### config.mk
export PLATFORM = sky130hd
export DESIGN_NAME = scatp_update
export DESIGN_NICKNAME = d
export VERILOG_FILES = /design/src/assert_macros.svh /design/src/scatp_pkg.sv /design/src/scatp_update.sv
export SDC_FILE = /design/constraint.sdc
export NUM_CORES = 1
export LEC_CHECK = 0
export BUFFER_PORTS_ARGS = -buffer_cell sky130_fd_sc_hd__buf_2
export CORE_AREA = 2 2 129 131
export DETAILED_ROUTE_END_ITERATION = 12
export DIE_AREA = 0 0 131 133
export PLACE_DENSITY = 0.77
export SYNTH_ARGS = -nofsm -noshare
export SYNTH_HDL_FRONTEND = slang
export SYNTH_SLANG_ARGS = --single-unit
### constraint.sdc
create_clock -name vclk -period 4.6
set_input_delay 0.46 -clock vclk [all_inputs]
set_output_delay 0.46 -clock vclk [all_outputs]
set_load 0.01 [all_outputs]
### src/assert_macros.svh
// Assertion macros for the tag/policy block RTL.
// Depends on nothing; included by files that carry concurrent checks.
`ifndef ASSERT_MACROS_SVH
`define ASSERT_MACROS_SVH

// property must hold at every rising clock edge outside reset
`define ASSERT_PROP(lbl, clk, rst, prop, msg) \
   lbl: assert property (@(posedge clk) disable iff (rst) prop) else $error(msg);

// expression must never be true outside reset
`define ASSERT_NEVER(lbl, clk, rst, expr, msg) \
   `ASSERT_PROP(lbl, clk, rst, !(expr), msg)

`endif

### src/scatp_pkg.sv
// Shared types and constants of the set-associative tag/policy block.
// Depends on nothing; imported by every module of the block but scatp_ram.
`default_nettype none

package scatp_pkg;

   localparam int ADDR_W     = 32;
   localparam int COUNT_W    = 32;
   localparam int SET_OUT_W  = 6;
   localparam int CSR_IDX_W  = 2;
   localparam int CSR_DATA_W = 4;
   localparam int WAYS_CNT_W = 5;

   typedef enum logic [1:0] {
      POL_LRU  = 2'd0,
      POL_FIFO = 2'd1,
      POL_LIFO = 2'd2
   } policy_type;

   typedef enum logic [1:0] {
      CLS_HIT        = 2'd0,
      CLS_COMPULSORY = 2'd1,
      CLS_CONFLICT   = 2'd2,
      CLS_CAPACITY   = 2'd3
   } miss_class_type;

   typedef enum logic [CSR_IDX_W-1:0] {
      CSR_POLICY      = 2'd0,
      CSR_OFFSET_BITS = 2'd1,
      CSR_INDEX_BITS  = 2'd2,
      CSR_WAYS_IN_USE = 2'd3
   } csr_index_type;

   typedef struct packed {
      policy_type            policy;
      logic [3:0]            offset_bits;
      logic [2:0]            index_bits;
      logic [WAYS_CNT_W-1:0] ways;
   } geom_type;

   typedef struct packed {
      logic           hit;
      miss_class_type miss_class;
      logic           became_full;
   } upd_status_type;

endpackage

`default_nettype wire

### src/scatp_update.sv
// Per-set lookup and replacement: tag compare, hit/miss class, new row.
// Depends on scatp_pkg.
`default_nettype none

module scatp_update import scatp_pkg::*; #(
   parameter int WAYS   = 4,
   parameter int TAG_W  = 32,
   parameter int RANK_W = 2,
   parameter int FILL_W = 3
) (
   input  wire geom_type                 geom,
   input  wire logic [TAG_W-1:0]         tag,
   input  wire logic                     all_full,
   input  wire logic [FILL_W-1:0]        rd_fill,
   input  wire logic [WAYS*RANK_W-1:0]   rd_ranks,
   input  wire logic [WAYS*TAG_W-1:0]    rd_tags,
   output logic [FILL_W-1:0]             wr_fill,
   output logic [WAYS*RANK_W-1:0]        wr_ranks,
   output logic [WAYS*TAG_W-1:0]         wr_tags,
   output upd_status_type                status
);

   logic [WAYS_CNT_W-1:0] fill_c;
   logic [WAYS_CNT_W-1:0] fill_m1;
   logic [WAYS-1:0]       in_use;
   logic [WAYS-1:0]       match;
   logic                  hit;
   logic                  evict_oldest;
   logic [RANK_W-1:0]     hit_way;
   logic [RANK_W-1:0]     hit_rank;
   logic [RANK_W-1:0]     victim;

   assign fill_c  = (WAYS_CNT_W'(rd_fill) > geom.ways) ? geom.ways : WAYS_CNT_W'(rd_fill);
   assign fill_m1 = fill_c - WAYS_CNT_W'(1);
   assign hit     = |match;

   always_comb begin
      case (geom.policy)
         POL_LRU, POL_FIFO: evict_oldest = 1'b1;
         default:           evict_oldest = 1'b0;
      endcase
   end

   always_comb begin
      for (int w = 0; w < WAYS; w++) begin
         in_use[w] = WAYS_CNT_W'(w) < fill_c;
         match[w]  = in_use[w] && (rd_tags[w*TAG_W +: TAG_W] == tag);
      end
   end

   always_comb begin
      hit_way  = '0;
      hit_rank = '0;
      for (int w = WAYS - 1; w >= 0; w--) begin
         if (match[w]) begin
            hit_way  = RANK_W'(w);
            hit_rank = rd_ranks[w*RANK_W +: RANK_W];
         end
      end
   end

   always_comb begin
      victim = '0;
      for (int w = 0; w < WAYS; w++) begin
         if (in_use[w]) begin
            if (evict_oldest) begin
               if (rd_ranks[w*RANK_W +: RANK_W] == '0) begin
                  victim = RANK_W'(w);
               end
            end else if (rd_ranks[w*RANK_W +: RANK_W] == RANK_W'(fill_m1)) begin
               victim = RANK_W'(w);
            end
         end
      end
   end

   always_comb begin
      wr_tags            = rd_tags;
      wr_ranks           = rd_ranks;
      wr_fill            = FILL_W'(fill_c);
      status.hit         = hit;
      status.miss_class  = CLS_HIT;
      status.became_full = 1'b0;
      if (hit) begin
         if (geom.policy == POL_LRU) begin
            for (int w = 0; w < WAYS; w++) begin
               if (in_use[w]) begin
                  if (RANK_W'(w) == hit_way) begin
                     wr_ranks[w*RANK_W +: RANK_W] = RANK_W'(fill_m1);
                  end else if (rd_ranks[w*RANK_W +: RANK_W] > hit_rank) begin
                     wr_ranks[w*RANK_W +: RANK_W] = rd_ranks[w*RANK_W +: RANK_W] - 1'b1;
                  end
               end
            end
         end
      end else if (fill_c < geom.ways) begin
         status.miss_class  = CLS_COMPULSORY;
         status.became_full = (fill_c + WAYS_CNT_W'(1)) == geom.ways;
         wr_fill            = FILL_W'(fill_c + WAYS_CNT_W'(1));
         for (int w = 0; w < WAYS; w++) begin
            if (WAYS_CNT_W'(w) == fill_c) begin
               wr_tags[w*TAG_W +: TAG_W]    = tag;
               wr_ranks[w*RANK_W +: RANK_W] = RANK_W'(fill_c);
            end
         end
      end else begin
         status.miss_class = all_full ? CLS_CAPACITY : CLS_CONFLICT;
         for (int w = 0; w < WAYS; w++) begin
            if (RANK_W'(w) == victim) begin
               wr_tags[w*TAG_W +: TAG_W]    = tag;
               wr_ranks[w*RANK_W +: RANK_W] = RANK_W'(fill_m1);
            end else if (evict_oldest && in_use[w]
                         && (rd_ranks[w*RANK_W +: RANK_W] != '0)) begin
               wr_ranks[w*RANK_W +: RANK_W] = rd_ranks[w*RANK_W +: RANK_W] - 1'b1;
            end
         end
      end
   end

endmodule

`default_nettype wire

==> impl_metrics.toml <==
[grt]
grt_start_max_net_pins = 71
grt_use_total = 0.359
antenna_found_initial = 5
grt_remaining_overflow = 0
grt_pass1_wl_mm = 48.3
grt_pass1_vias = 8122

[finish]
drive_gt1_frac = 0.443
layout.nets = 1450
n_sequential_cell = 0
final_common_cell = "buf_2"
final_core_util = 0.561
area_delta_synth_final_pct = 40.5
clock_buffers = 0
seq_area_um2 = 0
final_cell_mix = "buf_2 (321), xnor2_1 (101), nand4_1 (96), buf_4 (93), a21oi_1 (75)"

[timing]
finalHoldViolations = 0
max_freq_mhz = 221
tightest_slew_ns = 0.571
rsz0062_at_grt = "yes"
fin_crit_sh = 0.985
hold_ws_ns = 1.24
slew-limit-headroom = 0.620
setup_tns_ns = 0
slew_violations = 0
min_period_ns = 4.53
setup_violations = 0

[critical_path]
crit_path_cell_trace = "buf_2 > inv_1 > ha_1 > nand3_1 > o31a_1 > nand2_2 > a21oi_2 > inv_1 > buf_4 > ha_1 > nor2b_1 > o21a_1 > o21ai_4 > buf_12 > nor3_4 > o21ai_4 > clkbuf_16 > mux2_4 > buf_2"
crit_buf_inv = 7
cp_slowest_cell = "ha_1"
worstSetupStartpointType = "input pin"
worst_path_largest_cell_delay_ns = 0.32
required_ns = 4.14
cp-end-kind = "primary output"
worstPathArrival_ns = 4.07
crit_fanout = 8
cp_top_family = "compound AO/OA/AOI/OAI gates"
crit_type = "in2out"

[route]
drt_iter0_drc = 1170
wl_met3_mm = 4.44
num_vias = 9425
first_pass_iters = 5
wl_mm = 35.1
highest_layer = "met5"
drc = 0
met1Wirelength_mm = 13.3
wl_met2_mm = 15.4
avgRoutedWirePerCell_um = 24.0
final_antenna_net_count = 0
viasPerCell = 6.43

[power_and_ir_drop]
power_density_nw_per_um2 = 138
total_leakage_power_nw = 4.21
vdd_drop_max_v = 0.0000713

[job]
max_cap_violations = 0

[clock_tree]
ctsHoldBuffers = 0

[floorplan]
initial_core_util = 0.399
rows = 47
die_w_um = 131
fp.dieArea_um2 = 17400
die_h_um = 133
ios = 329
core_region_area_um2 = 16200

[placed_design]
port_buffers = 322
dp_hpwl_mm = 25.8
gp_congestion = 1.02

[logic_synthesis]
syn_area_um2 = 6450
syn-instance-count = 915
yosysWarnings = 0
yosysUniqueCellTypes = 67
synth_seq_area_share = 0
syn_area_per_cell_um2 = 7.05
synth_nets = 1122

[hold_path]
hold_path.class = "in2out"

[outcome]
status = "completed"
## synthesized netlist by cell type, types with 2 or more instances
cell,number,area share
xnor2_1,102,0.14
nand4_1,96,0.093
a21oi_1,80,0.062
nand3_1,75,0.058
o211ai_1,71,0.083
and3_1,70,0.068
clkbuf_1,47,0.027
buf_2,42,0.033
mux2_2,38,0.066
xor2_1,36,0.049
mux2_4,31,0.072
nand2_1,25,0.015
ha_1,21,0.041
nor2_1,21,0.012
inv_1,19,0.011
nor4_1,17,0.016
buf_4,12,0.014
nor3_1,11,0.0085
o21ai_0,10,0.0078
mux2i_1,6,0.0093
a211oi_1,5,0.0058
nor2b_1,5,0.0048
buf_6,4,0.0070
o21ai_1,4,0.0031
o221ai_1,4,0.0054
a21o_1,3,0.0035
buf_1,3,0.0017
inv_2,3,0.0017
o21a_1,3,0.0035
o31a_1,3,0.0041
o32ai_1,3,0.0041
a211oi_2,2,0.0039
a221oi_1,2,0.0027
a31oi_1,2,0.0019
and4_1,2,0.0027
mux2_1,2,0.0035
nand2b_1,2,0.0019
o2111ai_1,2,0.0027
o21ai_2,2,0.0027
o31ai_1,2,0.0023
## cell families after synthesis
group / synth area share
XOR/XNOR: 0.187
buffers and inverters: 0.0954
adder cells (fa/ha/maj): 0.0407
AND/OR/NAND/NOR: 0.296
multiplexers: 0.151
AO/OA/AOI/OAI: 0.229
## power by group
| part | total, W | internal (W) | switching (W) |
|---|---|---|---|
| Clock | 0.000000000117 | 0.000000000117 | 0 |
| Sequential | 0 | 0 | 0 |
| Combinational | 0.00126 | 0.000547 | 0.000708 |
| Total | 0.00126 | 0.000547 | 0.000708 |
## timing repair
action                     in CTS  in global routing
cloned                          0                  8
gates resized for setup         1                 35
setup endpoints to repair       7                108
buffers inserted                2                 20
pin swaps                       0                 17
## final cells by class
type	instances	area [um^2]
Fill cell	1522	7110
Antenna cell	4	10.0
Tap cell	220	275
Inverter	22	82.6
Timing Repair Buffer	434	2700
Multi-Input combinational cell	785	6000
## final timing paths
| check | startpoint | to | cells past startpoint |
|---|---|---|---|
| worst max-delay path | geom[2] | wr_tags[90] | 19 |
| worst min-delay path | all_full | status[1] | 4 |
## layer usage
metal  up-vias  GRT usage
li1       4140          -
met1      4420      0.487
met2       738      0.534
met3       125     0.0760
met4         2      0.178
met5         -          0
## metrics by stage
step | area, um^2 | std cells | total power (W) | worst slack [ns]
floorplan | 6450 | 915 | 0.000661 | 0.314
global placement | 8540 | 1431 | 0.00113 | 0.0184
detailed placement | 8540 | 1431 | 0.00114 | -0.0406
CTS | 8560 | 1433 | 0.00115 | 0.0153
global route | 9060 | 1465 | 0.00132 | -0.0483
finish | 9060 | 1465 | 0.00126 | 0.0685
No activity file was read; power rests on OpenSTA's default activity.
