[src/assert_macros.svh]
// Assertion macros for the tag/policy block RTL.
// Depends on nothing; included by files that carry concurrent checks.
`ifndef ASSERT_MACROS_SVH
`define ASSERT_MACROS_SVH

// property must hold at every rising clock edge outside reset
`define ASSERT_PROP(lbl, clk, rst, prop, msg) \
   lbl: assert property (@(posedge clk) disable iff (rst) prop) else $error(msg);

// expression must never be true outside reset
`define ASSERT_NEVER(lbl, clk, rst, expr, msg) \
   `ASSERT_PROP(lbl, clk, rst, !(expr), msg)

`endif

[src/scatp_pkg.sv]
// Shared types and constants of the set-associative tag/policy block.
// Depends on nothing; imported by every module of the block but scatp_ram.
`default_nettype none

package scatp_pkg;

   localparam int ADDR_W     = 32;
   localparam int COUNT_W    = 32;
   localparam int SET_OUT_W  = 6;
   localparam int CSR_IDX_W  = 2;
   localparam int CSR_DATA_W = 4;
   localparam int WAYS_CNT_W = 5;

   typedef enum logic [1:0] {
      POL_LRU  = 2'd0,
      POL_FIFO = 2'd1,
      POL_LIFO = 2'd2
   } policy_type;

   typedef enum logic [1:0] {
      CLS_HIT        = 2'd0,
      CLS_COMPULSORY = 2'd1,
      CLS_CONFLICT   = 2'd2,
      CLS_CAPACITY   = 2'd3
   } miss_class_type;

   typedef enum logic [CSR_IDX_W-1:0] {
      CSR_POLICY      = 2'd0,
      CSR_OFFSET_BITS = 2'd1,
      CSR_INDEX_BITS  = 2'd2,
      CSR_WAYS_IN_USE = 2'd3
   } csr_index_type;

   typedef struct packed {
      policy_type            policy;
      logic [3:0]            offset_bits;
      logic [2:0]            index_bits;
      logic [WAYS_CNT_W-1:0] ways;
   } geom_type;

   typedef struct packed {
      logic           hit;
      miss_class_type miss_class;
      logic           became_full;
   } upd_status_type;

endpackage

`default_nettype wire

[src/scatp_split.sv]
// Address split into set index and tag by the configured bit counts.
// Depends on scatp_pkg.
`default_nettype none

module scatp_split import scatp_pkg::*; #(
   parameter int AW    = 32,
   parameter int SET_W = 6
) (
   input  wire logic [ADDR_W-1:0] address,
   input  wire logic [3:0]        offset_bits,
   input  wire logic [2:0]        index_bits,
   output logic [SET_W-1:0]       set_index,
   output logic [AW-1:0]          tag
);

   logic [AW-1:0]       addr;
   logic [AW+SET_W-1:0] sh_wide;
   logic [SET_W-1:0]    set_mask;
   logic [4:0]          tag_shift;

   assign addr      = address[AW-1:0];
   assign sh_wide   = {{SET_W{1'b0}}, addr} >> offset_bits;
   assign tag_shift = 5'(offset_bits) + 5'(index_bits);
   assign tag       = addr >> tag_shift;
   assign set_index = sh_wide[SET_W-1:0] & set_mask;

   always_comb begin
      for (int b = 0; b < SET_W; b++) begin
         set_mask[b] = (b < int'(index_bits));
      end
   end

endmodule

`default_nettype wire

[config.mk]
export PLATFORM = sky130hd
export DESIGN_NAME = scatp_split
export DESIGN_NICKNAME = d
export VERILOG_FILES = /design/src/assert_macros.svh /design/src/scatp_pkg.sv /design/src/scatp_split.sv
export SDC_FILE = /design/constraint.sdc
export NUM_CORES = 1
export LEC_CHECK = 0
export ABC_CLOCK_PERIOD_IN_PS = 2750
export BUFFER_PORTS_ARGS = -buffer_cell sky130_fd_sc_hd__buf_2
export CAP_MARGIN = 20
export CORE_AREA = 2 2 87 110
export DETAILED_ROUTE_END_ITERATION = 6
export DIE_AREA = 0 0 89 112
export GPL_ROUTABILITY_DRIVEN = 0
export GPL_TIMING_DRIVEN = 0
export PLACE_DENSITY = 0.51
export SYNTH_ARGS = -nofsm -noshare
export SYNTH_HDL_FRONTEND = slang
export SYNTH_SLANG_ARGS = --single-unit
[constraint.sdc]
create_clock -name vclk -period 2.75
set_clock_uncertainty 0.15 [all_clocks]
set_input_delay 0.1375 -clock vclk [all_inputs]
set_output_delay 0.1375 -clock vclk [all_outputs]
set_load 0.005 [all_outputs]
==> results of run 1 <==
[Yosys cell counts, drive strengths merged]
library cell	number	share of area
a221oi	5	0.019
nand4	4	0.0095
o211ai	6	0.017
o31a	1	0.0033
o21ai	15	0.029
o311ai	1	0.0033
nand3	9	0.017
clkbuf	5	0.0076
nand2	41	0.059
fa	1	0.0076
xnor2	1	0.0062
o22ai	4	0.0095
buf	26	0.070
nor3	3	0.010
a21oi	12	0.026
nor4	1	0.0024
nor2	17	0.027
a22oi	4	0.011
mux2	9	0.043
xor2	1	0.0062
ha	3	0.014
nand2b	1	0.0024
a31oi	4	0.0095
nand3b	1	0.0029
mux2i	40	0.16
inv	1	0.0014
and3	3	0.0091
and4	1	0.0033
a21o	5	0.014
nor3b	1	0.0029
and2	4	0.0095
o211a	4	0.015
a211oi	10	0.029
mux4	37	0.32
o21a	1	0.0029
nor2b	1	0.0024
a311oi	5	0.017
[area by class of cell]
class / count / share of cell area
Timing Repair Buffer: 80 / 0.123
Tap cell: 123 / 0.0463
Inverter: 1 / 0.00113
Buffer: 31 / 0.0723
Multi-Input combinational cell: 256 / 0.757
[where the power goes]
group          internal (mW)  switching, mW
Combinational          0.559          0.652
Sequential                 0              0
Clock                      0              0
[metal layers]
metal  vias up  wire (um)  global-route usage
li1       1327          -                   -
met1      1411       4020               0.278
met2       122       4960               0.340
met3        26        515             0.00445
met4         0        402              0.0507
met5         -          0                   0
[logic make-up (layout without fill, tap and decap cells)]
family / after synthesis / in the layout / synth area share
buffers and inverters: 32 / 112 / 0.0787
adders and majority gates: 4 / 4 / 0.0219
AOI/OAI and AO/OA: 77 / 77 / 0.206
xor gates and xnor gates: 2 / 2 / 0.0124
and+or+nand+nor: 87 / 87 / 0.157
muxes: 86 / 86 / 0.524
[through the flow]
stage          worst slack (ps)   util  setup TNS, ps
3_3_place_gp               -287  0.352          -2210
4_1_cts                   -11.7  0.358          -28.8
2_1_floorplan               457      -              0
3_5_place_dp               -283  0.352          -2570
5_1_grt                    13.8  0.370              0
6_report                    103  0.370              0
[path summary, 6_finish.rpt]
kind | from | to | slack, ps | cells after the start
setup / recovery | offset_bits[0] | tag[3] | 100 | 11
hold / removal | index_bits[0] | set_index[0] | 490 | 3
[what timing repair did]
item,in CTS,in global routing
resized for setup,22,17
buffers inserted,1,2
setup endpoints to repair,18,15
==> results.ini, run 1 <==
[grt]
grt_pass1_vias = 2747
grt_pass1_wl_mm = 15.8
grt_usage = 0.200
gr-total-overflow = 0
grt_max_degree = 11
antenna_found_initial = 0

[worst_setup_path]
critPathArrivalTime_ps = 2360
critPathKind = primary input to primary output
cp-start-kind = primary input
worst-path-buf-inv = 4
crit_required_ps = 2460
crit_chain = buf_2 -> ha_4 -> fa_2 -> buf_8 -> buf_8 -> mux2_2 -> mux2i_1 -> o211ai_1 -> a21oi_1 -> a21oi_1 -> buf_2
endpoint_kind = primary output
cpMaxStageDelayCell = fa_2
crit_fanout = 10
cp_top_family = adder cells
cp_slowest_stage_delay_ps = 570

[route]
route.detailed.drc = 0
drtIter0Drc = 116
totalWireLength_mm = 9.89
drt-pass1-iter-count = 4
detail-route-antenna-nets = 0
via_count = 2886
wire_per_inst_um = 20.1
vias_per_cell = 5.88

[yosys]
syn_area_um2 = 2620
postSynthAreaPerCell_um2 = 9.11
yosysWarningCount = 0
synth_fp_nets = 331
ys_types = 51
seq_area_frac_synth = 0
synthCells = 288

[hold_path]
hold_path_class = primary input to primary output

[final_layout]
sequential_cell_total = 0
drive_gt1_frac = 0.489
multi_input_area_um2 = 2520
clkbuf_count = 0
syn_to_final_growth_pct = 26.7
seq_area_um2 = 0
final_area_um2 = 3320
final_common_cell = buf_2
final_cell_mix = 89 x buf_2, 41 x nand2_1, 36 x mux2i_1, 36 x mux4_2, 16 x nor2_1
final_nets = 413
nFillCells = 989
n_antenna_cell = 0
finalNonFillerCells = 491

[timing]
fin_hold_ws_ps = 495
finalMaxSlewViolations = 0
worstMarginPinSlew_ps = 450
rsz0062_at_grt = false
hold_viol = 0
fin_crit_sh = 0.963
fmax_mhz = 378
slew_headroom = 0.691
finalSetupViolCount = 0
fin_crit_ps = 2650

[run]
cap_violations = 0

[pwr]
power_density_nw_per_um2 = 365
p_leak_nw = 1.45
vdd_drop_max_mv = 0.0871
power_mw = 1.21

[placement]
hpwl_mm = 8.00
postPlaceCellArea_um2 = 3160
io_buffers = 77
dp.cells = 488

[floorplanning]
start_util = 0.292
rows = 39
die_y_um = 112
core_region_area_um2 = 8980
ioPinCount = 77
die_w_um = 89
die_area_um2 = 9970

[outcome]
status = finished, final reports clean

[clock_network]
ctsHoldBuffers = 0

No activity file was read; power rests on OpenSTA's default activity.
==> inputs of run 2 (changes only) <==
ABC_AREA = 1   (was unset)
CELL_PAD_IN_SITES_DETAIL_PLACEMENT = 0   (was unset)
CELL_PAD_IN_SITES_GLOBAL_PLACEMENT = 1   (was unset)
CORE_AREA = 2 2 84 107   (was 2 2 87 110)
DIE_AREA = 0 0 86 109   (was 0 0 89 112)
PLACE_DENSITY = 0.75   (was 0.51)
==> results.ini, run 2 <==
[timing]
fin_crit_sh = 0.918
worstMarginPinSlew_ps = 473
fin_crit_ps = 2530
slew_headroom = 0.685
rsz0062_at_grt = false
fin_hold_ws_ps = 500
hold_viol = 0
setup_ws_ps = 224
finalMaxSlewViolations = 0
finalSetupViolCount = 0
tns_ps = 0
fmax_mhz = 396

[yosys]
synth.most_common_cell = nand3_1
synthCells = 516
ys_types = 25
syn_area_um2 = 2450
seq_area_frac_synth = 0
synth_fp_nets = 559
postSynthAreaPerCell_um2 = 4.76
yosysWarningCount = 0
yosysTopAreaCell = nand3_1
synthTopCellsByArea = nand3_1 51%, nand2_1 25%, buf_2 3.7%
synthTopCellsByCount = 251 x nand3_1, 165 x nand2_1, 22 x nor2_1
yosysTopAreaCellShare = 0.512

[route]
route.detailed.drc = 0
detail-route-antenna-nets = 0
via_count = 3759
drtIter0Drc = 333
totalWireLength_mm = 10.3
wire_per_inst_um = 14.8
vias_per_cell = 5.43
drt-pass1-iter-count = 5

[worst_setup_path]
cp_slowest_stage_delay_ps = 610
crit_required_ps = 2460
endpoint_kind = primary output
critPathArrivalTime_ps = 2240
cpMaxStageDelayCell = fa_1
critPathKind = primary input to primary output
cp_top_family = adder cells
cp-start-kind = primary input
crit_top_cell = nand3_1
crit_fanout = 10
worst-path-buf-inv = 3
crit_chain = buf_2 -> ha_1 -> fa_1 -> clkbuf_1 -> nand3_1 -> nand3_1 -> nand3_1 -> nand3_1 -> nand2_1 -> buf_2

[final_layout]
drive_gt1_frac = 0.201
n_antenna_cell = 0
syn_to_final_growth_pct = 20.7
final_common_cell = nand3_1
sequential_cell_total = 0
fin_util = 0.352
seq_area_um2 = 0
clkbuf_count = 0
final_nets = 637
final_cell_mix = 251 x nand3_1, 165 x nand2_1, 94 x buf_2

[outcome]
status = finished, final reports clean

[placement]
hpwl_mm = 8.82
pre_cts_slack_ps = 104
io_buffers = 76

[grt]
top_usage_layer = met2
antenna_found_initial = 0
use_met3 = 0.0129
grt_usage = 0.214
grt_use_met2 = 0.398
grtUsageMet1 = 0.268
grt_pass1_wl_mm = 16.5
grt_pass1_vias = 3422
gr-total-overflow = 0
grt_max_degree = 11

[clock_network]
ctsHoldBuffers = 0
cts_setup_buffers = 0

[floorplanning]
die_w_um = 86
ioPinCount = 77
rows = 38
die_area_um2 = 9370
die_y_um = 109
core_region_area_um2 = 8420
start_util = 0.292

[pwr]
vdd_drop_max_mv = 0.0894
p_leak_nw = 1.60
power_density_nw_per_um2 = 353
power_mw = 1.04

[hold_path]
hold_path_class = primary input to primary output

[run]
cap_violations = 0

## run 2: report_power, final
group	internal [mW]	total, mW	switching [mW]	leakage (nW)
registers	0	0	0	0
clock network	0	0	0	0
logic	0.383	1.04	0.661	1.60
## run 2: area by class of cell
| cell class | instances | area, um2 |
|---|---|---|
| Buffer | 38 | 235 |
| Fill cell | 998 | 5450 |
| Inverter | 11 | 43.8 |
| Multi-Input combinational cell | 467 | 2180 |
| Tap cell | 100 | 125 |
| Timing Repair Buffer | 76 | 380 |
## run 2: final timing paths
path | start | endpoint | slack [ps] | cells after the start
hold / removal | index_bits[2] | set_index[4] | 500 | 4
setup / recovery | offset_bits[0] | tag[4] | 220 | 10
## run 2: per-layer routing
| metal | routed length [um] | part of all wire |
|---|---|---|
| met2 | 5070 | 0.49 |
| met4 | 247 | 0.024 |
| met3 | 559 | 0.054 |
| met5 | 0 | 0 |
| met1 | 4380 | 0.43 |
## run 2: kinds of logic (layout without fill, tap and decap cells)
family | count (synthesis) | count (layout) | share of synthesized area
buf+inv | 49 | 125 | 0.113
fa+ha+maj | 4 | 4 | 0.0235
simple gates | 450 | 450 | 0.836
compound gates | 13 | 13 | 0.0280
## run 2: stage by stage
step / instances / cell area (um2)
global route: 692 / 2960
floorplan: 516 / 2450
CTS: 692 / 2960
global placement: 692 / 2960
finish: 692 / 2960
detailed placement: 692 / 2960
## run 2: repair_timing
item | CTS | global route
gates resized for setup | 0 | 4
endpoints found under the setup margin | 0 | 3
endpoints found under the hold margin | 0 | 0
==> inputs of run 3 (changes only) <==
CORE_AREA = 2 2 79 100   (was 2 2 84 107)
DIE_AREA = 0 0 81 102   (was 0 0 86 109)
PLACE_DENSITY = 0.85   (was 0.75)
RECOVER_POWER = 50   (was unset)
SETUP_SLACK_MARGIN = 0.5   (was unset)
==> results.ini, run 3 (synthesis results as in run 2) <==
[final_layout]
sequential_cell_total = 0
n_antenna_cell = 0
final_common_cell = nand3_1
final_nets = 643
nFillCells = 816
seq_area_um2 = 0
multi_input_area_um2 = 2600
final_cell_mix = 171 x nand3_1, 163 x nand2_1, 83 x buf_2
drive_gt1_frac = 0.341
clkbuf_count = 0
syn_to_final_growth_pct = 43.7

[timing]
finalSetupViolCount = 0
slew_headroom = 0.676
hold_viol = 0
rsz0062_at_grt = true
worstMarginPinSlew_ps = 486
fin_hold_ws_ps = 478
fmax_mhz = 419
fin_crit_ps = 2390
finalMaxSlewViolations = 0
tns_ps = 0
fin_crit_sh = 0.868

[route]
detail-route-antenna-nets = 0
vias_per_cell = 5.93
wire_per_inst_um = 16.0
totalWireLength_mm = 11.0
drt-pass1-iter-count = 6
drtIter0Drc = 433
route.detailed.drc = 0
via_count = 4095

[placement]
io_buffers = 76
hpwl_mm = 8.38

[worst_setup_path]
crit_required_ps = 2460
critPathArrivalTime_ps = 2100
cp-start-kind = primary input
crit_fanout = 10
path_depth = 11
cp_slowest_stage_delay_ps = 560
critPathKind = primary input to primary output
cpMaxStageDelayCell = fa_1
endpoint_kind = primary output
worst-path-buf-inv = 4
cp_top_family = adder cells
crit_top_cell = nand3_1
crit_chain = buf_2 -> ha_4 -> fa_1 -> clkbuf_1 -> buf_8 -> nand3_1 -> nand3_2 -> nand3_1 -> nand3_1 -> nand2_1 -> buf_2

[floorplanning]
rows = 35
start_util = 0.338
die_w_um = 81
core_region_area_um2 = 7270
ioPinCount = 77
die_y_um = 102
die_area_um2 = 8260

[pwr]
power_density_nw_per_um2 = 364
p_leak_nw = 1.81
vdd_drop_max_mv = 0.130
power_mw = 1.28

[grt]
grt_usage = 0.246
grt_pass1_wl_mm = 16.5
grt_max_degree = 11
antenna_found_initial = 0
gr-total-overflow = 0
grt_pass1_vias = 3573

[clock_network]
ctsHoldBuffers = 0

[outcome]
status = finished, final reports clean

[run]
cap_violations = 0

[hold_path]
hold_path_class = primary input to primary output
holdPathStages = 4

-- run 3: cell count changes in the layout (fill, tap and decap cells not counted), sizes merged --
cell / delta
clkbuf: +8
buf: -2
-- run 3: stage by stage --
step / cell area (um2) / std cells / util / setup slack [ps]
floorplan: 2450 / 516 / - / 809
global placement: 2950 / 684 / 0.406 / 118
detailed placement: 2950 / 684 / 0.406 / 103
CTS: 3200 / 685 / 0.441 / 479
global route: 3530 / 690 / 0.485 / 262
finish: 3530 / 690 / 0.485 / 364
-- run 3: power breakdown --
group / leakage (nW) / switching (mW) / internal, mW
clock network: 0 / 0 / 0
logic: 1.81 / 0.788 / 0.494
registers: 0 / 0 / 0
total: 1.81 / 0.788 / 0.494
-- run 3: tightest hold or removal path, delay by kind of cell --
family,cells,cell delay [ps]
buffers and inverters,2,240
AO/OA/AOI/OAI,2,110
-- run 3: path summary, 6_finish.rpt --
| path | end | start | slack, ps |
|---|---|---|---|
| setup / recovery | tag[6] | index_bits[0] | 360 |
| hold / removal | set_index[4] | index_bits[2] | 480 |
-- run 3: timing repair --
item	in CTS	in global routing
setup buffers	0	4
cloned	1	1
gates resized for setup	56	65
pin swaps	3	6
setup endpoints to repair	31	30
-- run 3: area by class of cell --
| class | instances | share of cell area |
|---|---|---|
| multi-input combinational | 467 | 0.737 |
| buffer | 38 | 0.0908 |
| tap | 92 | 0.0326 |
| timing repair buffer | 82 | 0.126 |
| inverter | 11 | 0.0138 |
-- run 3: metal layers --
layer | track usage | routed length [um] | vias up
li1 | - | - | 1958
met1 | 0.297 | 4370 | 1817
met2 | 0.446 | 5200 | 270
met3 | 0.0230 | 926 | 50
met4 | 0.0913 | 541 | 0
met5 | 0 | 0 | -
