## src/assert_macros.svh

```systemverilog
// Assertion macros for the tag/policy block RTL.
// Depends on nothing; included by files that carry concurrent checks.
`ifndef ASSERT_MACROS_SVH
`define ASSERT_MACROS_SVH

// property must hold at every rising clock edge outside reset
`define ASSERT_PROP(lbl, clk, rst, prop, msg) \
   lbl: assert property (@(posedge clk) disable iff (rst) prop) else $error(msg);

// expression must never be true outside reset
`define ASSERT_NEVER(lbl, clk, rst, expr, msg) \
   `ASSERT_PROP(lbl, clk, rst, !(expr), msg)

`endif

```

## src/scatp_ram.sv

```systemverilog
// Generic single-write, single-read RAM with registered read data.
// Depends on nothing; holds the per-set tag rows.
`default_nettype none

module scatp_ram #(
   parameter int WIDTH = 8,
   parameter int DEPTH = 16
) (
   input  wire logic                                  clock,
   input  wire logic                                  we,
   input  wire logic [(DEPTH > 1 ? $clog2(DEPTH) : 1)-1:0] waddr,
   input  wire logic [WIDTH-1:0]                      wdata,
   input  wire logic [(DEPTH > 1 ? $clog2(DEPTH) : 1)-1:0] raddr,
   output logic [WIDTH-1:0]                           rdata
);

   logic [WIDTH-1:0] mem [DEPTH];
   logic [WIDTH-1:0] rdata_ff;
   logic [WIDTH-1:0] rdata_in;

   assign rdata_in = mem[raddr];
   assign rdata    = rdata_ff;

   always_ff @(posedge clock) begin
      if (we) begin
         mem[waddr] <= wdata;
      end
      rdata_ff <= rdata_in;
   end

endmodule

`default_nettype wire

```

## config.mk

```make
export PLATFORM = sky130hd
export DESIGN_NAME = scatp_ram
export DESIGN_NICKNAME = d
export VERILOG_FILES = /design/src/assert_macros.svh /design/src/scatp_ram.sv
export SDC_FILE = /design/constraint.sdc
export NUM_CORES = 1
export LEC_CHECK = 0
export CORE_MARGIN = 4
export CORE_UTILIZATION = 31
export CTS_BUF_LIST = sky130_fd_sc_hd__clkbuf_4 sky130_fd_sc_hd__clkbuf_8
export CTS_CLUSTER_DIAMETER = 30
export DETAILED_ROUTE_END_ITERATION = 10
export DONT_BUFFER_PORTS = 1
export GPL_TIMING_DRIVEN = 0
export PLACE_DENSITY = 0.47
export SLEW_MARGIN = 0
export SYNTH_ARGS = -nofsm -noshare
export SYNTH_HDL_FRONTEND = slang
export SYNTH_SLANG_ARGS = --single-unit
```

## constraint.sdc

```tcl
create_clock -name clock -period 3.6 [get_ports clock]
set_input_delay 1.08 -clock clock [delete_from_list [all_inputs] [get_ports clock]]
set_output_delay 1.08 -clock clock [all_outputs]
set_load 0.05 [all_outputs]
```

==> impl_metrics.yaml, run 1 <==
timing:
  slew_viol_final: 0
  rsz0062_at_grt: "false"
  hold-worst-slack_ns: 0.687
  finalSetupTns_ns: 0
  clock_skew_ns: 0.00980
  layout_setup_ws_ns: 1.38
  hold_viol: 0
  relSlewSlack_pct: 14.7
  timing.fmax_ghz: 0.450
  fin_crit_ns: 2.22
  setup_violations: 0
  worst_slew_pin_slew_ns: 1.27
  period_share_pct: 61.8
placed_design:
  detailed_place_hpwl_um: 6890
  dp_slack_ns: 0.483
  portBuffers: 0
  place_congestion: 0.705
finish:
  area_delta_synth_final_pct: 12.9
  drive_above_1_share_pct: 24.0
  finalNetCount: 267
  final_util_pct: 36.2
  n_antenna_cell: 0
global_routing:
  grtUsageTotal_pct: 12.5
  grt_max_degree: 17
  antenna_found_initial: 0
  grt_first_pass_wirelength_um: 15600
  grt_pass1_vias: 2303
  grt-ovfl-total: 0
floorplan:
  core_um2: 16100
  start_util_pct: 32.1
  io_pins: 26
  die_x_um: 137
  core.rowCount: 46
  fp.dieH_um: 137
  die_area_um2: 18700
routing:
  drt_iter0_markers: 211
  dr.pass1.iters: 5
  antenna_left: 0
  drc: 0
  vias: 2279
  routed_wl_um: 10800
  wl_per_cell_um: 22.7
  viasPerCell: 4.77
synth:
  syn-cell-area_um2: 5150
  syn_nets: 247
  synth_warnings: 0
  yosys.area.top_type_share_pct: 74.7
  ys_ff_latch: 136
  syn_avg_cell_area_um2: 22.5
  synth_area_leaders: "edfxtp_1, mux4_2, mux4_1"
  syn_inst: 229
  yosysUniqueCellTypes: 19
  synth_area_leader_cell: "edfxtp_1"
  ys_seq_area_share_pct: 77.8
cts:
  clk_path_buf_depth: 2
  post_cts_buffers: 0
  cts_tree: "done"
  cts_hold_buf: 0
  cts_root_buffer: "clkbuf_8"
  cts_made_buffers: 17
  cts.reportedPaths.clkPinSlew_ns: 0.07
  htreeDepth: 4
  cts_sinks: 136
  cts_resized: 0
  clk-insertion-delay-late_ns: 0.43
flow_run:
  cap_violations: 0
worst_setup_path:
  cp_cell_sequence: "nand3b_1 -> nor3_1"
  critPathBufInv: 0
  endpoint_kind: "flip-flop"
  r2r_setup_slack_ns: 2.20
  arrival_ns: 2.26
  slowest_stage: "nor3_1"
  cp_top_family: "simple AND/OR/NAND/NOR gates"
  cp_max_fo: 8
  crit_type: "in2reg"
  cp_data_required_time_ns: 3.64
  cpPeakStageDelay_ns: 0.99
  start_kind: "primary input"
power:
  p_clk_share_pct: 38.0
  power_density_nw_per_um2: 539
  p_sw_uw: 644
  comb_power_share_pct: 4.0
  max-vdd-ir-drop_v: 0.000222
  seq_power_share_pct: 58.0
  swShare_pct: 20.6
  p_int_uw: 2490
  cellLeakagePower_uw: 0.00185
min_path:
  hp-class: "reg2reg"
status:
  status: "completed"
==> state kept, by name, summed over array words and instances, names as in the netlist <==
signal,flops
mem,128
rdata,8
==> cell usage in the layout (no fill, tap or decap), drive strengths merged <==
cell,Yosys,layout
nor3,4,4
or3b,1,1
buf,7,8
mux4,32,32
clkinv,0,3
clkbuf,0,28
a22oi,16,16
edfxtp,128,128
nor2b,1,1
and2b,1,1
nor2,13,13
dfxtp,8,8
nand3,1,1
nand2b,2,2
clkdlybuf4s25,3,3
bufinv,0,1
nand2,9,9
and2,1,1
nand3b,2,2
==> layer usage <==
layer / track usage, % / routed length [um] / vias to the layer above
met5: 0 / 0 / -
met4: 5.10 / 203 / 0
met3: 5.11 / 694 / 13
met2: 17.6 / 5020 / 61
met1: 17.1 / 4920 / 1198
li1: - / - / 1007
==> path summary, 6_finish.rpt <==
kind         cells after the start           startpoint                  end
max                              2             waddr[3]  mem[4][0]$_DFFE_PP_
min                              3  mem[3][3]$_DFFE_PP_     rdata[3]$_DFF_P_
max reg2reg                      3  mem[8][0]$_DFFE_PP_     rdata[0]$_DFF_P_
min reg2reg                      3  mem[3][3]$_DFFE_PP_     rdata[3]$_DFF_P_
==> area by class of cell <==
| cell class | count | area (um^2) |
|---|---|---|
| Fill cell | 1464 | 10200 |
| Timing Repair Buffer | 1 | 7.51 |
| Clock inverter | 4 | 45.0 |
| Sequential cell | 136 | 4000 |
| Clock buffer | 28 | 335 |
| Tap cell | 216 | 270 |
| Multi-Input combinational cell | 83 | 1060 |
| Buffer | 10 | 86.3 |
==> power by group through the flow <==
stage / Sequential, uW / Clock, uW / Combinational [uW]
2_1_floorplan: 1850 / 0 / 89.9
3_3_place_gp: 1850 / 0 / 127
3_5_place_dp: 1850 / 0 / 127
4_1_cts: 1820 / 1230 / 127
5_1_grt: 1820 / 1290 / 134
6_report: 1820 / 1190 / 125
==> stage by stage <==
step	cell area (um^2)	power [uW]	instances
3_3_place_gp	5420	1980	445
6_report	5810	3130	478
2_1_floorplan	5150	1940	229
4_1_cts	5810	3170	478
3_5_place_dp	5430	1980	446
5_1_grt	5810	3250	478
==> logic make-up after synthesis <==
logic type	share of synthesized area (%)
flip-flops	77.8
AND/OR/NAND/NOR	3.18
AO/OA/AOI/OAI	2.33
buffers and inverters	1.68
multiplexers	15.0
==> cell usage after synthesis <==
master,instances
nand3_1,1
a22oi_1,16
nand2b_1,2
and2_1,1
dfxtp_1,8
nor3_1,4
or3b_2,1
mux4_2,18
mux4_1,14
nor2_1,13
buf_6,3
clkdlybuf4s25_2,3
edfxtp_1,128
buf_2,3
nand2_1,9
nor2b_1,1
and2b_1,1
nand3b_1,2
buf_4,1
No activity file was read; power rests on OpenSTA's default activity.
==> run 2: changes to the inputs <==
--- a/config.mk
+++ b/config.mk
@@ -5,6 +5,7 @@
 export SDC_FILE = /design/constraint.sdc
 export NUM_CORES = 1
 export LEC_CHECK = 0
+export ABC_AREA = 1
 export CORE_MARGIN = 4
 export CORE_UTILIZATION = 31
 export CTS_BUF_LIST = sky130_fd_sc_hd__clkbuf_4 sky130_fd_sc_hd__clkbuf_8
@@ -12,7 +13,7 @@
 export DETAILED_ROUTE_END_ITERATION = 10
 export DONT_BUFFER_PORTS = 1
 export GPL_TIMING_DRIVEN = 0
-export PLACE_DENSITY = 0.47
+export PLACE_DENSITY = 0.48
 export SLEW_MARGIN = 0
 export SYNTH_ARGS = -nofsm -noshare
 export SYNTH_HDL_FRONTEND = slang
==> constraint.sdc (replaced) <==
create_clock -name clock -period 1.9 [get_ports clock]
set_input_delay 0.57 -clock clock [delete_from_list [all_inputs] [get_ports clock]]
set_output_delay 0.57 -clock clock [all_outputs]
set_load 0.05 [all_outputs]
==> impl_metrics.yaml, run 2 <==
status:
  status: "completed"
timing:
  relSlewSlack_pct: 36.1
  clock_skew_ns: 0.00688
  hold_viol: 0
  worst_slew_pin_slew_ns: 0.955
  rsz0062_at_grt: "false"
  slew_viol_final: 0
  setup_violations: 0
  timing.fmax_ghz: 0.604
  fin_crit_ns: 1.66
  layout_setup_ws_ns: 0.244
  period_share_pct: 87.2
synth:
  synth-async-reset-ratio_pct: 0
  synth_area_leader_cell: "edfxtp_1"
  synth_area_leaders: "edfxtp_1, nand2_1, nand3_1"
  synth_commonest_cells: "nand2_1, edfxtp_1, inv_1"
  yosysUniqueCellTypes: 12
  synth_edf_count: 128
  ys_seq_area_share_pct: 69.4
  ys_ff_latch: 136
  synth.most_common_cell: "nand2_1"
  syn_inst: 551
  syn-cell-area_um2: 5770
  synth_warnings: 0
  yosys.area.top_type_share_pct: 66.7
  syn_avg_cell_area_um2: 10.5
  syn_nets: 569
  yosys_most_used_dff: "edfxtp_1"
worst_setup_path:
  start_kind: "flip-flop"
  crit_type: "reg2out"
  cp_data_required_time_ns: 1.33
  arrival_ns: 1.09
  endpoint_kind: "output pin"
  crit_cells: 0
  r2r_cells: 6
  cp_max_fo: 1
floorplan:
  core.rowCount: 49
  fp.dieH_um: 144
  core_um2: 18100
  start_util_pct: 31.8
  die_x_um: 144
  io_pins: 26
  die_area_um2: 20800
cts:
  cts_resized: 0
  cts_made_buffers: 17
  clk-insertion-delay-late_ns: 0.44
  post_cts_buffers: 0
  clk_path_buf_depth: 2
  htreeDepth: 4
  cts.reportedPaths.clkPinSlew_ns: 0.07
  cts_root_buffer: "clkbuf_8"
  cts_hold_buf: 0
  cts_tree: "done"
  cts_sinks: 136
finish:
  n_antenna_cell: 0
  final_cell_mix: "nand2_1, edfxtp_1, inv_1, nand3_1, clkbuf_8"
  fin_area_um2: 6480
  fin_cells: 812
  max_flop_register: "mem"
  largest_reg_flops: 128
  layout.cells.most_common: "nand2_1"
  area_delta_synth_final_pct: 12.3
  finalNetCount: 588
  drive_above_1_share_pct: 9.61
  final_util_pct: 35.7
placed_design:
  dpl-instance-area_um2: 6050
  portBuffers: 0
  dp_slack_ns: -0.117
  place_inst: 780
  place_congestion: 0.805
  detailed_place_hpwl_um: 9730
routing:
  wl_per_cell_um: 17.9
  viasPerCell: 4.48
  routed_wl_um: 14500
  dr.pass1.iters: 5
  antenna_left: 0
  vias: 3641
  drc: 0
  drt_iter0_markers: 317
global_routing:
  grt_max_degree: 17
  antenna_found_initial: 0
  grt_first_pass_wirelength_um: 21800
  grt-ovfl-total: 0
  grtUsageTotal_pct: 14.8
  grt_pass1_vias: 3579
power:
  power_density_nw_per_um2: 972
  max-vdd-ir-drop_v: 0.000414
  finalPower_uw: 6300
  cellLeakagePower_uw: 0.00274
min_path:
  whs_path_depth: 0
  hp-class: "in2reg"
flow_run:
  cap_violations: 0
run 2: cell types whose count changed after synthesis, sizes merged, moves of 3 or more:
cell | before | now
a22oi | 16 | 0
buf | 7 | 24
clkdlybuf4s25 | 3 | 0
inv | 0 | 102
mux4 | 32 | 0
nand2 | 9 | 173
nand3 | 1 | 97
nor2 | 13 | 17
nor3 | 4 | 0
run 2: path summary, 6_finish.rpt:
kind,from,to,slack [ns]
setup / recovery,rdata[3]$_DFF_P_,rdata[3],0.24
hold / removal,wdata[1],mem[0][1]$_DFFE_PP_,0.22
setup reg to reg,mem[1][4]$_DFFE_PP_,rdata[4]$_DFF_P_,0.85
hold reg to reg,mem[12][5]$_DFFE_PP_,rdata[5]$_DFF_P_,0.72
run 2: kinds of logic (layout without fill, tap and decap cells):
logic type	after synthesis	count (layout)	share of synthesized area, %
AND/OR/NAND/NOR	289	289	21.0
flip-flops	136	136	69.4
buffers and inverters	126	158	9.52
run 2: area by class of cell:
class                           instances  area, um^2
Fill cell                            1826       11700
Sequential cell                       136        4000
Multi-Input combinational cell        289        1210
Inverter                              102         383
Clock buffer                           24         305
Tap cell                              229         287
Buffer                                 24         166
Clock inverter                          8         119
run 2: report_power, final:
group          internal, uW  leakage [uW]  switching (uW)
logic                   106       0.00130             244
registers              3350       0.00122            89.5
clock network          1450      0.000214            1050
run 2: through the flow:
step	hold slack (ns)	TNS, ns
floorplan	0.607	0
global placement	0.671	-3.41
detailed placement	0.671	-3.10
CTS	0.187	0
global route	0.177	0
finish	0.216	0
run 2: layer usage:
layer,part of all wire [%],global-route usage [%]
met4,1.6,5.30
met3,5.6,3.44
met5,0,0
met1,46,19.9
met2,47,23.6
==> run 3: changes to the inputs <==
--- a/config.mk
+++ b/config.mk
@@ -6,6 +6,7 @@
 export NUM_CORES = 1
 export LEC_CHECK = 0
 export ABC_AREA = 1
+export CORE_ASPECT_RATIO = 0.7
 export CORE_MARGIN = 4
 export CORE_UTILIZATION = 31
 export CTS_BUF_LIST = sky130_fd_sc_hd__clkbuf_4 sky130_fd_sc_hd__clkbuf_8
@@ -14,6 +15,7 @@
 export DONT_BUFFER_PORTS = 1
 export GPL_TIMING_DRIVEN = 0
 export PLACE_DENSITY = 0.48
+export SKIP_CTS_REPAIR_TIMING = 1
 export SLEW_MARGIN = 0
 export SYNTH_ARGS = -nofsm -noshare
 export SYNTH_HDL_FRONTEND = slang
==> impl_metrics.yaml, run 3 (same netlist as run 2, synthesis figures left out) <==
finish:
  largest_reg_flops: 128
  n_antenna_cell: 0
  fillers: 1840
  seq_area_um2: 4000
  area_delta_synth_final_pct: 11.1
  finalNetCount: 588
  layout.cells.most_common: "nand2_1"
  drive_above_1_share_pct: 9.09
  multiInputGateArea_um2: 1210
  final_cell_mix: "nand2_1, edfxtp_1, inv_1, nand3_1"
  fin_cells: 819
  max_flop_register: "mem"
  fin_area_um2: 6410
timing:
  fin_crit_ns: 1.64
  setup_violations: 0
  relSlewSlack_pct: 37.2
  layout_setup_ws_ns: 0.260
  timing.fmax_ghz: 0.610
  clock_skew_ns: 0.00663
  period_share_pct: 86.3
  hold_viol: 0
  rsz0062_at_grt: "false"
  worst_slew_pin_slew_ns: 0.938
  slew_viol_final: 0
cts:
  cts_tree: "done"
  clk_path_buf_depth: 2
  htreeDepth: 4
  clk-insertion-delay-late_ns: 0.44
  cts_root_buffer: "clkbuf_8"
  cts_made_buffers: 17
  cts_sinks: 136
  cts.reportedPaths.clkPinSlew_ns: 0.08
status:
  status: "completed"
worst_setup_path:
  start_kind: "flip-flop"
  r2r_cells: 6
  crit_cells: 0
  endpoint_kind: "output pin"
  crit_type: "reg2out"
  arrival_ns: 1.07
  cp_max_fo: 1
  cp_data_required_time_ns: 1.33
global_routing:
  antenna_found_initial: 0
  grt-ovfl-total: 0
  grtUsageTotal_pct: 15.3
  grt_pass1_vias: 3432
  grt_first_pass_wirelength_um: 22700
  grt_max_degree: 17
placed_design:
  place_congestion: 0.909
  dpl-instance-area_um2: 6060
  portBuffers: 0
  place_inst: 787
  detailed_place_hpwl_um: 10500
  dp_slack_ns: -0.0600
routing:
  antenna_left: 0
  vias: 3787
  routed_wl_um: 15400
  wl_per_cell_um: 18.8
  drc: 0
  viasPerCell: 4.62
  dr.pass1.iters: 5
  drt_iter0_markers: 476
power:
  cellLeakagePower_uw: 0.00269
  max-vdd-ir-drop_v: 0.000319
  power_density_nw_per_um2: 925
  finalPower_uw: 5930
floorplan:
  fp.dieH_um: 122
  core.rowCount: 41
  core_um2: 18200
  io_pins: 26
  die_area_um2: 20900
  start_util_pct: 31.8
  die_x_um: 171
min_path:
  hp-class: "in2reg"
  whs_path_depth: 0
flow_run:
  cap_violations: 0
==> run 3: final timing paths <==
check,start,to,slack [ns]
worst max-delay path,rdata[3]$_DFF_P_,rdata[3],0.26
worst min-delay path,wdata[1],mem[4][1]$_DFFE_PP_,0.22
worst max register to register,mem[4][1]$_DFFE_PP_,rdata[1]$_DFF_P_,0.82
worst min register to register,mem[12][3]$_DFFE_PP_,rdata[3]$_DFF_P_,0.72
==> run 3: routing by layer <==
metal / GRT usage (%) / vias up / routed length, um
met5: 0 / - / 0
met3: 4.05 / 8 / 1140
met4: 3.76 / 0 / 128
met2: 20.2 / 150 / 6210
li1: - / 1808 / -
met1: 24.5 / 1821 / 7920
==> run 3: final cells by class <==
| class | count | share of cell area [%] |
|---|---|---|
| Buffer | 24 | 2.60 |
| Inverter | 102 | 5.97 |
| Sequential cell | 136 | 62.5 |
| Tap cell | 236 | 4.61 |
| Clock buffer | 17 | 3.65 |
| Multi-Input combinational cell | 289 | 18.9 |
| Clock inverter | 15 | 1.76 |
==> run 3: stage by stage <==
step	util, %	setup TNS (ns)	hold slack [ns]
finish	35.3	0	0.221
global route	35.3	0	0.182
CTS	35.3	0	0.196
detailed placement	33.4	-0.970	0.671
global placement	33.4	-0.520	0.671
floorplan	-	0	0.607
==> run 3: power breakdown <==
group	internal, uW	leakage, uW	switching [uW]
logic	106	0.00130	257
clock network	1000	0.000167	1120
registers	3350	0.00122	88.7
